### config.mk
export PLATFORM = sky130hd
export DESIGN_NAME = tlb_fifo_lru_replacement_unit
export DESIGN_NICKNAME = d
export VERILOG_FILES = /design/src/rtl/tlb_repl_pkg.sv /design/src/rtl/tlb_fifo_lru_replacement_unit.sv
export SDC_FILE = /design/constraint.sdc
export NUM_CORES = 1
export LEC_CHECK = 0
export ABC_AREA = 1
export BUFFER_PORTS_ARGS = -buffer_cell sky130_fd_sc_hd__buf_4
export CORE_ASPECT_RATIO = 0.75
export CORE_MARGIN = 3
export CORE_UTILIZATION = 40
export DETAILED_ROUTE_END_ITERATION = 12
export PLACE_DENSITY = 0.54
export SETUP_SLACK_MARGIN = 0.05
export SYNTH_ARGS = -nofsm -noshare
export SYNTH_HDL_FRONTEND = slang
export SYNTH_SLANG_ARGS = --single-unit
### constraint.sdc
create_clock -name aclk -period 5.96 [get_ports aclk]
set_input_delay 0.596 -clock aclk [delete_from_list [all_inputs] [get_ports aclk]]
set_output_delay 0.596 -clock aclk [all_outputs]
set_load 0.01 [all_outputs]
### src/rtl/tlb_repl_pkg.sv
// Shared types and constants for the TLB with FIFO/LRU replacement.
// No dependencies; imported by tlb_fifo_lru_replacement_unit.
`timescale 1ns / 1ps
`default_nettype none

package tlb_repl_pkg;

    // Operation codes carried on the request channel
    typedef enum logic [1:0] {
        OP_LOOKUP = 2'd0,
        OP_INSERT = 2'd1,
        OP_FLUSH  = 2'd2,
        OP_NOP    = 2'd3
    } op_t;

    // Configuration register indexes
    typedef enum logic [0:0] {
        REG_REPLACE_MODE   = 1'b0,
        REG_ENTRIES_IN_USE = 1'b1
    } cfg_reg_t;

    // Replacement policy codes
    localparam logic MODE_FIFO = 1'b0;
    localparam logic MODE_LRU  = 1'b1;

    localparam int CFG_DATA_W  = 5;
    localparam int ENT_CFG_W   = 5;
    localparam int STAMP_W     = 32;
    localparam int INDEX_OUT_W = 4;

    localparam logic [ENT_CFG_W-1:0] ENT_CFG_RESET = 5'd16;

    localparam int DEF_ENTRIES    = 16;
    localparam int DEF_PAGE_BITS  = 20;
    localparam int DEF_FRAME_BITS = 20;

endpackage

`default_nettype wire

### src/rtl/tlb_fifo_lru_replacement_unit.sv
// Fully associative TLB with FIFO or LRU replacement, sequential scan engine.
// Depends on tlb_repl_pkg (op codes, register indexes, widths).
`timescale 1ns / 1ps
`default_nettype none

// A lookup or insert walks the active entries one per cycle through a single
// compare unit fed by the entry memory's one read port. With n the clamped
// entry count, an insert or a lookup miss compares all n entries before the
// unit takes its next request; a lookup that hits entry j stops there. Flush
// and the unused op skip the scan. A finished result moves into the output
// register as the unit goes ready again; while that register still holds an
// untaken result, the unit waits in its output state until m_ready frees it.
// Lookups report the lowest matching valid entry; in LRU mode a hit restamps
// it. Inserts take the lowest free entry, else the oldest stamp (lowest index
// on a tie). Stamps come from a saturating 32-bit counter that flush clears.
// Configuration writes are taken every cycle and must only be issued while the
// unit is idle.
module tlb_fifo_lru_replacement_unit
    import tlb_repl_pkg::*;
#(
    parameter int ENTRIES    = DEF_ENTRIES,
    parameter int PAGE_BITS  = DEF_PAGE_BITS,
    parameter int FRAME_BITS = DEF_FRAME_BITS
) (
    input  wire logic                   aclk,
    input  wire logic                   aresetn,
    // configuration write channel
    input  wire logic                   cfg_valid,
    output logic                        cfg_ready,
    input  wire logic [0:0]             cfg_index,
    input  wire logic [CFG_DATA_W-1:0]  cfg_data,
    // request channel
    input  wire logic                   s_valid,
    output logic                        s_ready,
    input  wire logic [1:0]             s_op,
    input  wire logic [PAGE_BITS-1:0]   s_page,
    input  wire logic [FRAME_BITS-1:0]  s_frame,
    // result channel
    output logic                        m_valid,
    input  wire logic                   m_ready,
    output logic                        m_hit,
    output logic [FRAME_BITS-1:0]       m_frame_out,
    output logic [INDEX_OUT_W-1:0]      m_entry_index
);

    localparam int IDX_W = (ENTRIES > 1) ? $clog2(ENTRIES) : 1;
    localparam int CNT_W = $clog2(ENTRIES + 1);
    localparam logic [STAMP_W-1:0] STAMP_MAX = {STAMP_W{1'b1}};

    typedef enum logic [1:0] {
        ST_IDLE,
        ST_SCAN,
        ST_OUT
    } state_t;

    // ---------------------------------------------------------------
    // Registers
    // ---------------------------------------------------------------
    state_t                 state_reg, state_next;
    op_t                    op_reg, op_next;
    logic [PAGE_BITS-1:0]   page_reg, page_next;
    logic [FRAME_BITS-1:0]  frame_reg, frame_next;
    logic [CNT_W-1:0]       n_reg, n_next;

    logic                   mode_reg, mode_next;
    logic [ENT_CFG_W-1:0]   entries_reg, entries_next;

    logic [ENTRIES-1:0]     valid_reg, valid_next;
    logic [STAMP_W-1:0]     stamp_cnt_reg, stamp_cnt_next;

    // scan pipeline: issue stage then compare stage
    logic [IDX_W-1:0]       scan_idx_reg, scan_idx_next;
    logic                   issue_live_reg, issue_live_next;
    logic                   cmp_live_reg, cmp_live_next;
    logic [IDX_W-1:0]       cmp_idx_reg, cmp_idx_next;
    logic                   cmp_valid_reg, cmp_valid_next;

    // victim search for insert
    logic                   free_found_reg, free_found_next;
    logic                   best_seen_reg, best_seen_next;
    logic [IDX_W-1:0]       best_idx_reg, best_idx_next;
    logic [STAMP_W-1:0]     best_stamp_reg, best_stamp_next;

    // finished result waiting for the output register
    logic                   res_hit_reg, res_hit_next;
    logic [FRAME_BITS-1:0]  res_frame_reg, res_frame_next;
    logic [IDX_W-1:0]       res_idx_reg, res_idx_next;

    logic                   m_valid_reg, m_valid_next;
    logic                   m_hit_reg, m_hit_next;
    logic [FRAME_BITS-1:0]  m_frame_reg, m_frame_next;
    logic [IDX_W-1:0]       m_idx_reg, m_idx_next;

    // entry memories, registered read data
    logic [PAGE_BITS-1:0]   page_mem  [ENTRIES];
    logic [FRAME_BITS-1:0]  frame_mem [ENTRIES];
    logic [STAMP_W-1:0]     stamp_mem [ENTRIES];
    logic [PAGE_BITS-1:0]   rd_page_reg;
    logic [FRAME_BITS-1:0]  rd_frame_reg;
    logic [STAMP_W-1:0]     rd_stamp_reg;

    // memory write controls
    logic                   mem_we;
    logic                   stamp_we;
    logic [IDX_W-1:0]       wr_idx;

    // misc combinational
    logic                   s_xfer;
    logic                   cfg_xfer;
    logic [CNT_W-1:0]       n_eff;
    logic [CNT_W-1:0]       n_last;
    logic                   issue_last;
    logic                   cmp_last;
    logic                   page_match;
    logic [STAMP_W-1:0]     stamp_adv;

    assign s_ready   = (state_reg == ST_IDLE);
    assign cfg_ready = 1'b1;
    assign s_xfer    = s_valid && s_ready;
    assign cfg_xfer  = cfg_valid && cfg_ready;

    assign m_valid       = m_valid_reg;
    assign m_hit         = m_hit_reg;
    assign m_frame_out   = m_frame_reg;
    assign m_entry_index = INDEX_OUT_W'(m_idx_reg);

    // Clamp the entry count: zero acts as one, above ENTRIES acts as ENTRIES
    always_comb begin
        if (entries_reg == '0) begin
            n_eff = CNT_W'(1);
        end else if (32'(entries_reg) > 32'(ENTRIES)) begin
            n_eff = CNT_W'(ENTRIES);
        end else begin
            n_eff = CNT_W'(entries_reg);
        end
    end

    assign n_last     = n_reg - CNT_W'(1);
    assign issue_last = (CNT_W'(scan_idx_reg) == n_last);
    assign cmp_last   = (CNT_W'(cmp_idx_reg) == n_last);
    assign page_match = cmp_live_reg && cmp_valid_reg && (rd_page_reg == page_reg);
    assign stamp_adv  = (stamp_cnt_reg == STAMP_MAX) ? stamp_cnt_reg
                                                     : stamp_cnt_reg + STAMP_W'(1);

    // ---------------------------------------------------------------
    // Sequencer next-state logic
    // ---------------------------------------------------------------
    always_comb begin
        state_next      = state_reg;
        op_next         = op_reg;
        page_next       = page_reg;
        frame_next      = frame_reg;
        n_next          = n_reg;
        mode_next       = mode_reg;
        entries_next    = entries_reg;
        valid_next      = valid_reg;
        stamp_cnt_next  = stamp_cnt_reg;
        scan_idx_next   = scan_idx_reg;
        issue_live_next = issue_live_reg;
        cmp_live_next   = 1'b0;
        cmp_idx_next    = scan_idx_reg;
        cmp_valid_next  = valid_reg[scan_idx_reg];
        free_found_next = free_found_reg;
        best_seen_next  = best_seen_reg;
        best_idx_next   = best_idx_reg;
        best_stamp_next = best_stamp_reg;
        res_hit_next    = res_hit_reg;
        res_frame_next  = res_frame_reg;
        res_idx_next    = res_idx_reg;
        m_valid_next    = m_valid_reg;
        m_hit_next      = m_hit_reg;
        m_frame_next    = m_frame_reg;
        m_idx_next      = m_idx_reg;
        mem_we          = 1'b0;
        stamp_we        = 1'b0;
        wr_idx          = cmp_idx_reg;

        // configuration writes
        if (cfg_xfer) begin
            unique case (cfg_reg_t'(cfg_index))
                REG_REPLACE_MODE:   mode_next    = cfg_data[0];
                REG_ENTRIES_IN_USE: entries_next = cfg_data[ENT_CFG_W-1:0];
                default:            ;
            endcase
        end

        // output register drains independently
        if (m_valid_reg && m_ready) begin
            m_valid_next = 1'b0;
        end

        unique case (state_reg)
            ST_IDLE: begin
                if (s_xfer) begin
                    op_next         = op_t'(s_op);
                    page_next       = s_page;
                    frame_next      = s_frame;
                    n_next          = n_eff;
                    scan_idx_next   = '0;
                    free_found_next = 1'b0;
                    best_seen_next  = 1'b0;
                    best_idx_next   = '0;
                    res_hit_next    = 1'b0;
                    res_frame_next  = '0;
                    res_idx_next    = '0;
                    unique case (op_t'(s_op))
                        OP_LOOKUP, OP_INSERT: begin
                            issue_live_next = 1'b1;
                            state_next      = ST_SCAN;
                        end
                        OP_FLUSH: begin
                            valid_next     = '0;
                            stamp_cnt_next = '0;
                            state_next     = ST_OUT;
                        end
                        OP_NOP: begin
                            state_next = ST_OUT;
                        end
                        default: state_next = ST_OUT;
                    endcase
                end
            end

            ST_SCAN: begin
                // issue stage: read one entry per cycle
                cmp_live_next = issue_live_reg;
                if (issue_live_reg) begin
                    if (issue_last) begin
                        issue_live_next = 1'b0;
                    end else begin
                        scan_idx_next = scan_idx_reg + IDX_W'(1);
                    end
                end

                // compare stage
                if (cmp_live_reg) begin
                    if (op_reg == OP_LOOKUP) begin
                        if (page_match) begin
                            res_hit_next    = 1'b1;
                            res_frame_next  = rd_frame_reg;
                            res_idx_next    = cmp_idx_reg;
                            issue_live_next = 1'b0;
                            cmp_live_next   = 1'b0;
                            state_next      = ST_OUT;
                            if (mode_reg == MODE_LRU) begin
                                stamp_we       = 1'b1;
                                wr_idx         = cmp_idx_reg;
                                stamp_cnt_next = stamp_adv;
                            end
                        end else if (cmp_last) begin
                            cmp_live_next = 1'b0;
                            state_next    = ST_OUT;
                        end
                    end else begin
                        // insert: lowest free entry, else oldest stamp
                        if (!free_found_reg) begin
                            if (!cmp_valid_reg) begin
                                free_found_next = 1'b1;
                                best_idx_next   = cmp_idx_reg;
                            end else if (!best_seen_reg || rd_stamp_reg < best_stamp_reg) begin
                                best_seen_next  = 1'b1;
                                best_idx_next   = cmp_idx_reg;
                                best_stamp_next = rd_stamp_reg;
                            end
                        end
                        if (cmp_last) begin
                            mem_we                    = 1'b1;
                            stamp_we                  = 1'b1;
                            wr_idx                    = best_idx_next;
                            valid_next[best_idx_next] = 1'b1;
                            stamp_cnt_next            = stamp_adv;
                            res_idx_next              = best_idx_next;
                            cmp_live_next             = 1'b0;
                            state_next                = ST_OUT;
                        end
                    end
                end
            end

            ST_OUT: begin
                if (!m_valid_reg || m_ready) begin
                    m_valid_next = 1'b1;
                    m_hit_next   = res_hit_reg;
                    m_frame_next = res_frame_reg;
                    m_idx_next   = res_idx_reg;
                    state_next   = ST_IDLE;
                end
            end

            default: state_next = ST_IDLE;
        endcase
    end

    // ---------------------------------------------------------------
    // State and registered outputs
    // ---------------------------------------------------------------
    always_ff @(posedge aclk) begin
        if (!aresetn) begin
            state_reg      <= ST_IDLE;
            mode_reg       <= MODE_FIFO;
            entries_reg    <= ENT_CFG_RESET;
            valid_reg      <= '0;
            stamp_cnt_reg  <= '0;
            issue_live_reg <= 1'b0;
            cmp_live_reg   <= 1'b0;
            m_valid_reg    <= 1'b0;
            scan_idx_reg   <= '0;
        end else begin
            state_reg      <= state_next;
            mode_reg       <= mode_next;
            entries_reg    <= entries_next;
            valid_reg      <= valid_next;
            stamp_cnt_reg  <= stamp_cnt_next;
            issue_live_reg <= issue_live_next;
            cmp_live_reg   <= cmp_live_next;
            m_valid_reg    <= m_valid_next;
            scan_idx_reg   <= scan_idx_next;
        end
        op_reg         <= op_next;
        page_reg       <= page_next;
        frame_reg      <= frame_next;
        n_reg          <= n_next;
        cmp_idx_reg    <= cmp_idx_next;
        cmp_valid_reg  <= cmp_valid_next;
        free_found_reg <= free_found_next;
        best_seen_reg  <= best_seen_next;
        best_idx_reg   <= best_idx_next;
        best_stamp_reg <= best_stamp_next;
        res_hit_reg    <= res_hit_next;
        res_frame_reg  <= res_frame_next;
        res_idx_reg    <= res_idx_next;
        m_hit_reg      <= m_hit_next;
        m_frame_reg    <= m_frame_next;
        m_idx_reg      <= m_idx_next;
    end

    // ---------------------------------------------------------------
    // Entry memories: one write port, one read port
    // ---------------------------------------------------------------
    always_ff @(posedge aclk) begin
        if (mem_we) begin
            page_mem[wr_idx]  <= page_reg;
            frame_mem[wr_idx] <= frame_reg;
        end
        if (stamp_we) begin
            stamp_mem[wr_idx] <= stamp_cnt_reg;
        end
        rd_page_reg  <= page_mem[scan_idx_reg];
        rd_frame_reg <= frame_mem[scan_idx_reg];
        rd_stamp_reg <= stamp_mem[scan_idx_reg];
    end

`ifndef SYNTHESIS
    // scan engine is quiet whenever a new request can be taken
    a_idle_quiet: assert property (@(posedge aclk) disable iff (!aresetn)
        s_ready |-> (!issue_live_reg && !cmp_live_reg))
        else $error("scan activity while accepting requests");

    // flush empties the table and restarts the stamp counter
    a_flush_clears: assert property (@(posedge aclk) disable iff (!aresetn)
        (s_xfer && (op_t'(s_op) == OP_FLUSH)) |=> (valid_reg == '0 && stamp_cnt_reg == '0))
        else $error("flush did not clear entries");

    // stamp counter only moves forward between flushes
    a_stamp_monotonic: assert property (@(posedge aclk) disable iff (!aresetn)
        !(s_xfer && (op_t'(s_op) == OP_FLUSH)) |=> (stamp_cnt_reg >= $past(stamp_cnt_reg)))
        else $error("stamp counter went backwards");

    // a hit always names an entry inside the active range
    a_hit_in_range: assert property (@(posedge aclk) disable iff (!aresetn)
        (m_valid_reg && m_hit_reg) |-> (CNT_W'(m_idx_reg) < n_reg))
        else $error("hit index outside active entries");

    // an insert leaves its target entry valid
    a_insert_valid: assert property (@(posedge aclk) disable iff (!aresetn)
        (mem_we && (state_reg == ST_SCAN)) |=> (valid_reg != '0))
        else $error("insert did not mark an entry valid");
`endif

endmodule

`default_nettype wire

==> out/qor.yml, run 1 <==
hold_path:
  worst_hold_path_type: "input port to flip-flop"
pwr:
  cellPowerDensity_nw_per_um2: 378
  ir_worst_vdd_mv: 0.393
  leakage_nw: 20.3
synth:
  syn_avg_cell_area_um2: 13.2
  netlist_top_cells_count: "edfxtp_1, nor2_1, o21ai_0, nand2_1, o221ai_1"
  synth-warning-count: 0
  mappedNetlistArea_um2: 55200
  syn_inst: 4181
  synth_top_area_cell: "edfxtp_1"
  ys.flop_type: "edfxtp_1"
  ys_seq_area_share_pct: 75.1
  synth-async-reset-ratio_pct: 0
  synthDominantCellAreaShare_pct: 70.0
  syn-num-nets: 4270
  synth_area_leaders: "edfxtp_1, o21ai_0, nor2_1"
  ys_seq_elements: 1427
  synth_cell_types: 50
  synth_most_common_cell: "edfxtp_1"
  synth_edf_count: 1287
final_layout:
  largest_reg_flops: 512
  syn_to_final_growth_pct: 14.1
  regMostFlops: "stamp_mem"
  top_regs: "stamp_mem (512), frame_mem (320), page_mem (320)"
  drive_gt1_share_pct: 10.2
  final_nets: 4344
clocking:
  clock_path_buffers: 3
  cts_tree: "built"
  worstSkewPairLatency_ns: 0.78
  path_clk_slew_ns: 0.06
  cts_buffers: 140
  cts_root_buf: "clkbuf_16"
  cts_resized: 0
  htree_levels: 4
  cts_setup_buffers: 0
  cts_hold_buf: 41
  cts.sinks: 1427
routing:
  vias: 34300
  drcViolationCount: 0
  wire_per_inst_um: 23.6
  wl_um: 147000
  wl_met3_um: 9810
  viasPerCell: 5.52
  drtIter0Drc: 3610
  top_layer_used: "met4"
  met2_wirelength_um: 61900
  drtPass1Iterations: 8
  wl_met1_um: 72500
  postRouteAntennaNets: 0
die:
  die_w_um: 435
  core.rowCount: 117
  num_io_pins: 81
  dieArea_um2: 142000
  start_util_pct: 40.5
  core_area_um2: 136000
  fp.dieH_um: 328
setup_path:
  crit_type: "flip-flop to flip-flop"
  cp_data_arrival_time_ns: 4.89
  worstPathRequired_ns: 6.43
  endpoint_kind: "flip-flop"
  start_kind: "flip-flop"
  crit_chain: "inv_1 > ha_1 > a21oi_1 > o21ai_0 > nand2_1 > nand3_1 > a21oi_1 > nand2_1 > nand3_2 > nand2_2 > nand2_1 > nand2_1 > nand2_1 > nand2_1 > nor2_2 > nand2_1 > nor2_4 > buf_4"
  cpPeakStageDelay_ns: 0.95
  slowest_stage: "nor2_4"
  worstPathMaxFanout: 30
  path_common_cell: "nand2_1"
grt:
  antenna_found_initial: 7
  grt_usage_pct: 20.3
  grt_pass1_vias: 32700
  grt_max_degree: 219
  overflow: 0
  grt_pass1_wl_um: 219000
outcome:
  outcome: "complete, no violations"
placed_design:
  dpl.hpwl_um: 80200
  gp_congestion: 0.838
  portBuffers: 79
timing:
  slew_headroom_pct: 17.0
  rsz0062_at_grt: "false"
  tns_ns: 0
  timing.hold.ws_ns: 0.0516
  max_freq_ghz: 0.226
  max_slew.worst_pin.slew_ns: 1.24
  skew_ns: 0.0401
  finalHoldViolations: 0
  timing.final.crit_period_ns: 4.42
  slew_violations: 0
  setup_viol: 0
  period_share_pct: 74.2
flow_run:
  drv_cap: 0
[per-layer routing]
| layer | track usage, % | up-vias |
|---|---|---|
| met2 | 28.7 | 1195 |
| li1 | - | 15700 |
| met4 | 5.19 | 0 |
| met3 | 2.99 | 168 |
| met1 | 32.4 | 17200 |
| met5 | 0 | - |
[path summary, 6_finish.rpt]
check	from	endpoint	slack, ns	cells past startpoint
max	best_stamp_reg[25]	page_mem[5][6]	1.54	18
min reg2reg	res_frame_reg[19]	m_frame_out[19]	0.41	0
min	s_page[15]	page_reg[15]	0.05	1
max reg2reg	best_stamp_reg[25]	page_mem[5][6]	1.54	18
[through the flow]
stage / instance area, µm² / total power (W) / worst slack, ns / utilization (%) / instances
floorplan: 55200 / 0.0139 / 1.40 / - / 4181
global placement: 58100 / 0.0152 / 1.61 / 42.6 / 5916
CTS: 63000 / 0.0240 / 1.57 / 46.2 / 6215
detailed placement: 58100 / 0.0152 / 1.59 / 42.6 / 5916
global route: 63000 / 0.0248 / 1.22 / 46.2 / 6215
finish: 63000 / 0.0238 / 1.54 / 46.2 / 6216
[worst max-delay path: cells and delay by family, from the launching register on]
family	cells	cell delay [ns]
buf+inv	2	0.41
simple gates	12	2.40
fa+ha+maj	1	0.29
compound gates	3	0.67
flops	1	0.32
[power breakdown]
part           switching (W)  leakage (nW)  internal [W]  total, W
Combinational        0.00241          5.50      0.000928   0.00334
Clock                0.00386          2.21       0.00491   0.00877
Sequential          0.000347          12.6        0.0113    0.0117
[area by class of cell]
cell class / count / area, µm²
Fill cell: 12100 / 73300
Antenna cell: 1 / 2.50
Multi-Input combinational cell: 2357 / 12500
Sequential cell: 1427 / 41500
Clock inverter: 85 / 800
Timing Repair Buffer: 196 / 1690
Clock buffer: 173 / 3710
Tap cell: 1844 / 2310
Inverter: 133 / 524
[cell usage in the layout (no fill, tap or decap), drive strengths merged]
cell	n
a211oi	4
a21o	1
a21oi	64
a221oi	1
a31oi	3
and2	1
and3	1
buf	155
bufinv	10
clkbuf	173
clkinv	60
clkinvlp	7
conb	1
dfxtp	140
diode	1
dlygate4sd3	41
edfxtp	1287
ha	36
inv	141
nand2	266
nand3	146
nand3b	1
nand4	20
nor2	768
nor3	17
nor3b	2
nor4	11
o2111ai	1
o211ai	62
o21a	1
o21ai	610
o21bai	1
o221ai	229
o22ai	67
or2	6
xnor2	16
xor2	21
[cell families after synthesis]
logic type	synth area share, %
fa+ha+maj	0.816
compound gates	11.5
buf+inv	2.76
flops	75.1
xor+xnor	0.601
simple gates	9.16
other cells	0.00680
Power figures use the tool's default switching activity.
==> inputs of run 2 (changes only) <==
- PLACE_DENSITY: 0.54 -> 0.56
- clock period: 5.96 -> 3.9 ns (I/O delays scaled with it)
==> out/qor.yml, run 2 (synthesized netlist as in run 1, its figures left out) <==
placed_design:
  dp.cells: 5977  # +1.0%
  portBuffers: 79  # unchanged
  gp_congestion: 0.839  # +0.23%
  dpl.hpwl_um: 85200  # +6.2%
timing:
  max_freq_ghz: 0.279  # +23%
  skew_ns: 0.0309  # -0.00925 ns
  slew_violations: 0  # unchanged
  max_slew.worst_pin.slew_ns: 1.16  # -0.0843 ns
  rsz0062_at_grt: "false"
  period_share_pct: 91.9  # +18 points
  finalHoldViolations: 0  # unchanged
  setup_viol: 0  # unchanged
  timing.final.crit_period_ns: 3.59  # -0.839 ns
  slew_headroom_pct: 22.5  # +5.6 points
setup_path:
  worstPathMaxFanout: 20  # -33%
  reg2reg_from: "best_stamp_reg[3]"
  path_delay_family: "simple AND/OR/NAND/NOR gates"
  rr_worst_depth: 21  # +3
  cpPeakStageDelay_ns: 0.32  # -0.63 ns
  endpoint_kind: "flip-flop"
  crit_chain: "inv_1 > ha_1 > a21oi_1 > nand2_1 > nand2_1 > nand2_2 > nand2_1 > nand2_4 > nand2_1 > nand2_2 > nand3_4 > nand2_2 > nand2_1 > nand2_1 > nand2_1 > nand2_1 > nor2_4 > nand2_2 > nor2_4 > buf_12 > buf_12"
  cp_data_arrival_time_ns: 4.03  # -0.86 ns
  start_kind: "flip-flop"
  slowest_stage: "edfxtp_1"
  path_common_cell: "nand2_1"
  worstReg2RegEnd: "frame_mem[9][4]"
  worstPathRequired_ns: 4.34  # -2.09 ns
  regToRegSetupSlack_ns: 0.31  # -1.22 ns
  crit_buf_inv: 3  # +1
  crit_type: "flip-flop to flip-flop"
die:
  dieArea_um2: 142000  # unchanged
  die_w_um: 435  # unchanged
  core.rowCount: 117  # unchanged
  fp.dieH_um: 328  # unchanged
  start_util_pct: 40.5  # unchanged
  core_area_um2: 136000  # unchanged
  num_io_pins: 81  # unchanged
routing:
  drtPass1Iterations: 6  # -2
  drtIter0Drc: 3947  # +9.3%
  drcViolationCount: 0  # unchanged
  wire_per_inst_um: 24.0  # +1.6%
  postRouteAntennaNets: 0  # unchanged
  vias: 35100  # +2.4%
  viasPerCell: 5.57  # +0.83%
  wl_um: 151000  # +3.1%
clocking:
  clock_path_buffers: 3  # unchanged
  cts_root_buf: "clkbuf_16"
  worstSkewPairLatency_ns: 0.78  # about the same
  cts_buffers: 140  # unchanged
  cts.sinks: 1427  # unchanged
  path_clk_slew_ns: 0.07  # about the same
  htree_levels: 4  # unchanged
  cts_tree: "built"
grt:
  grt_max_degree: 171  # -22%
  met1_usage_pct: 32.4  # -0.044 points
  grt_busiest_layer: "met1"
  met2_usage_pct: 28.9  # +0.17 points
  grt_pass1_vias: 33500  # +2.7%
  grt_usage_pct: 20.7  # +0.38 points
  antenna_found_initial: 5  # -2
  overflow: 0  # unchanged
  gr-usage-met3_pct: 4.32  # +1.3 points
  grt_pass1_wl_um: 223000  # +1.9%
pwr:
  power.switching_w: 0.0102  # +54%
  combPwrFrac_pct: 15.0  # +0.9 points
  leakage_nw: 21.0  # +3.1%
  cellPowerDensity_nw_per_um2: 570  # +51%
  internal-power_w: 0.0266  # +55%
  seqPwrFrac_pct: 48.2  # -0.9 points
  power.share.switching_pct: 27.7  # -0.17 points
  p_clk_share_pct: 36.7  # -0.2 points
  ir_worst_vdd_mv: 0.345  # -12%
  power_w: 0.0368  # +55%
final_layout:
  final_nets: 4437  # +2.1%
  layout_common_cells: "edfxtp_1, nor2_1, o21ai_0"
  final_common_cell: "edfxtp_1"
  regMostFlops: "stamp_mem"
  syn_to_final_growth_pct: 17.0
  drive_gt1_share_pct: 11.7  # +1.5 points
  top_regs: "stamp_mem (512), frame_mem (320), page_mem (320)"
  final_cells: 6312  # +1.5%
  largest_reg_flops: 512  # unchanged
  fill_cells: 11900  # -1.6%
hold_path:
  worst_hold_path_type: "input port to flip-flop"
  hold_depth: 4  # +3
  hold_path_end: "state_reg[1]"
  hp-start: "s_valid"
flow_run:
  drv_cap: 0  # unchanged
outcome:
  outcome: "complete, no violations"
-- run 2: through the flow --
step                      instance area, µm²  worst slack (ns)  util (%)  hold WS (ns)  setup TNS [ns]
after CTS                              64200            0.0899      47.1        0.0106               0
after detailed placement               59000            -0.133      43.3         0.405          -30.91
after global placement                 59000           -0.0820      43.3         0.401          -18.90
after global routing                   64500            0.0912      47.4         0.104               0
final                                  64500             0.315      47.4        0.0949               0
after floorplan                        55200            -0.251         -         0.329          -59.48
-- run 2: worst min-delay path, delay by kind of cell --
family                 cells  cell delay, ns
and+or+nand+nor            2            0.22
buffers and inverters      1            0.10
AOI/OAI and AO/OA          1            0.11
-- run 2: timing repair --
action                                  CTS  global route
hold buffers                             57             0
pin swaps                                 0             6
buffers inserted                          0             5
hold endpoints to repair                 56             0
endpoints found under the setup margin  947          1145
resized for setup                         2            13
gates cloned                              0            11
-- run 2: cell type report --
class                   count  area [µm²]  share of cell area [%]
diodes                      2        5.00                 0.00776
clock buffers             192        3840                    5.96
clock inverters            68         721                    1.12
inverters                 133         524                   0.812
multi-input cells        2357       12500                    19.4
flip-flops and latches   1427       41500                    64.3
well taps                1844        2310                    3.58
repair buffers            289        3130                    4.84
-- run 2: how the worst max path moves through the flow --
stage	slack, ns	depth (start not counted)	to	from
3_3_place_gp	-0.08	21	frame_mem[4][15]	best_stamp_reg[3]
2_1_floorplan	-0.25	15	frame_mem[1][0]	n_reg[0]
3_5_place_dp	-0.13	21	frame_mem[4][15]	best_stamp_reg[3]
4_1_cts	0.09	21	frame_mem[4][7]	best_stamp_reg[3]
6_report	0.31	21	frame_mem[9][4]	best_stamp_reg[3]
5_1_grt	0.09	22	frame_mem[12][7]	best_stamp_reg[1]
-- run 2: power by group through the flow --
| stage | Sequential (W) | Clock, W | Combinational [W] |
|---|---|---|---|
| final | 0.0177 | 0.0135 | 0.00553 |
| after floorplan | 0.0179 | 0 | 0.00335 |
| after global placement | 0.0180 | 0 | 0.00543 |
| after global routing | 0.0178 | 0.0144 | 0.00614 |
| after detailed placement | 0.0181 | 0 | 0.00544 |
| after CTS | 0.0177 | 0.0138 | 0.00552 |
-- run 2: per-layer routing --
metal / up-vias / share of wire, %
li1: 15900 / -
met1: 17600 / 48
met2: 1416 / 41
met3: 178 / 8.7
met4: 0 / 2.0
met5: - / 0
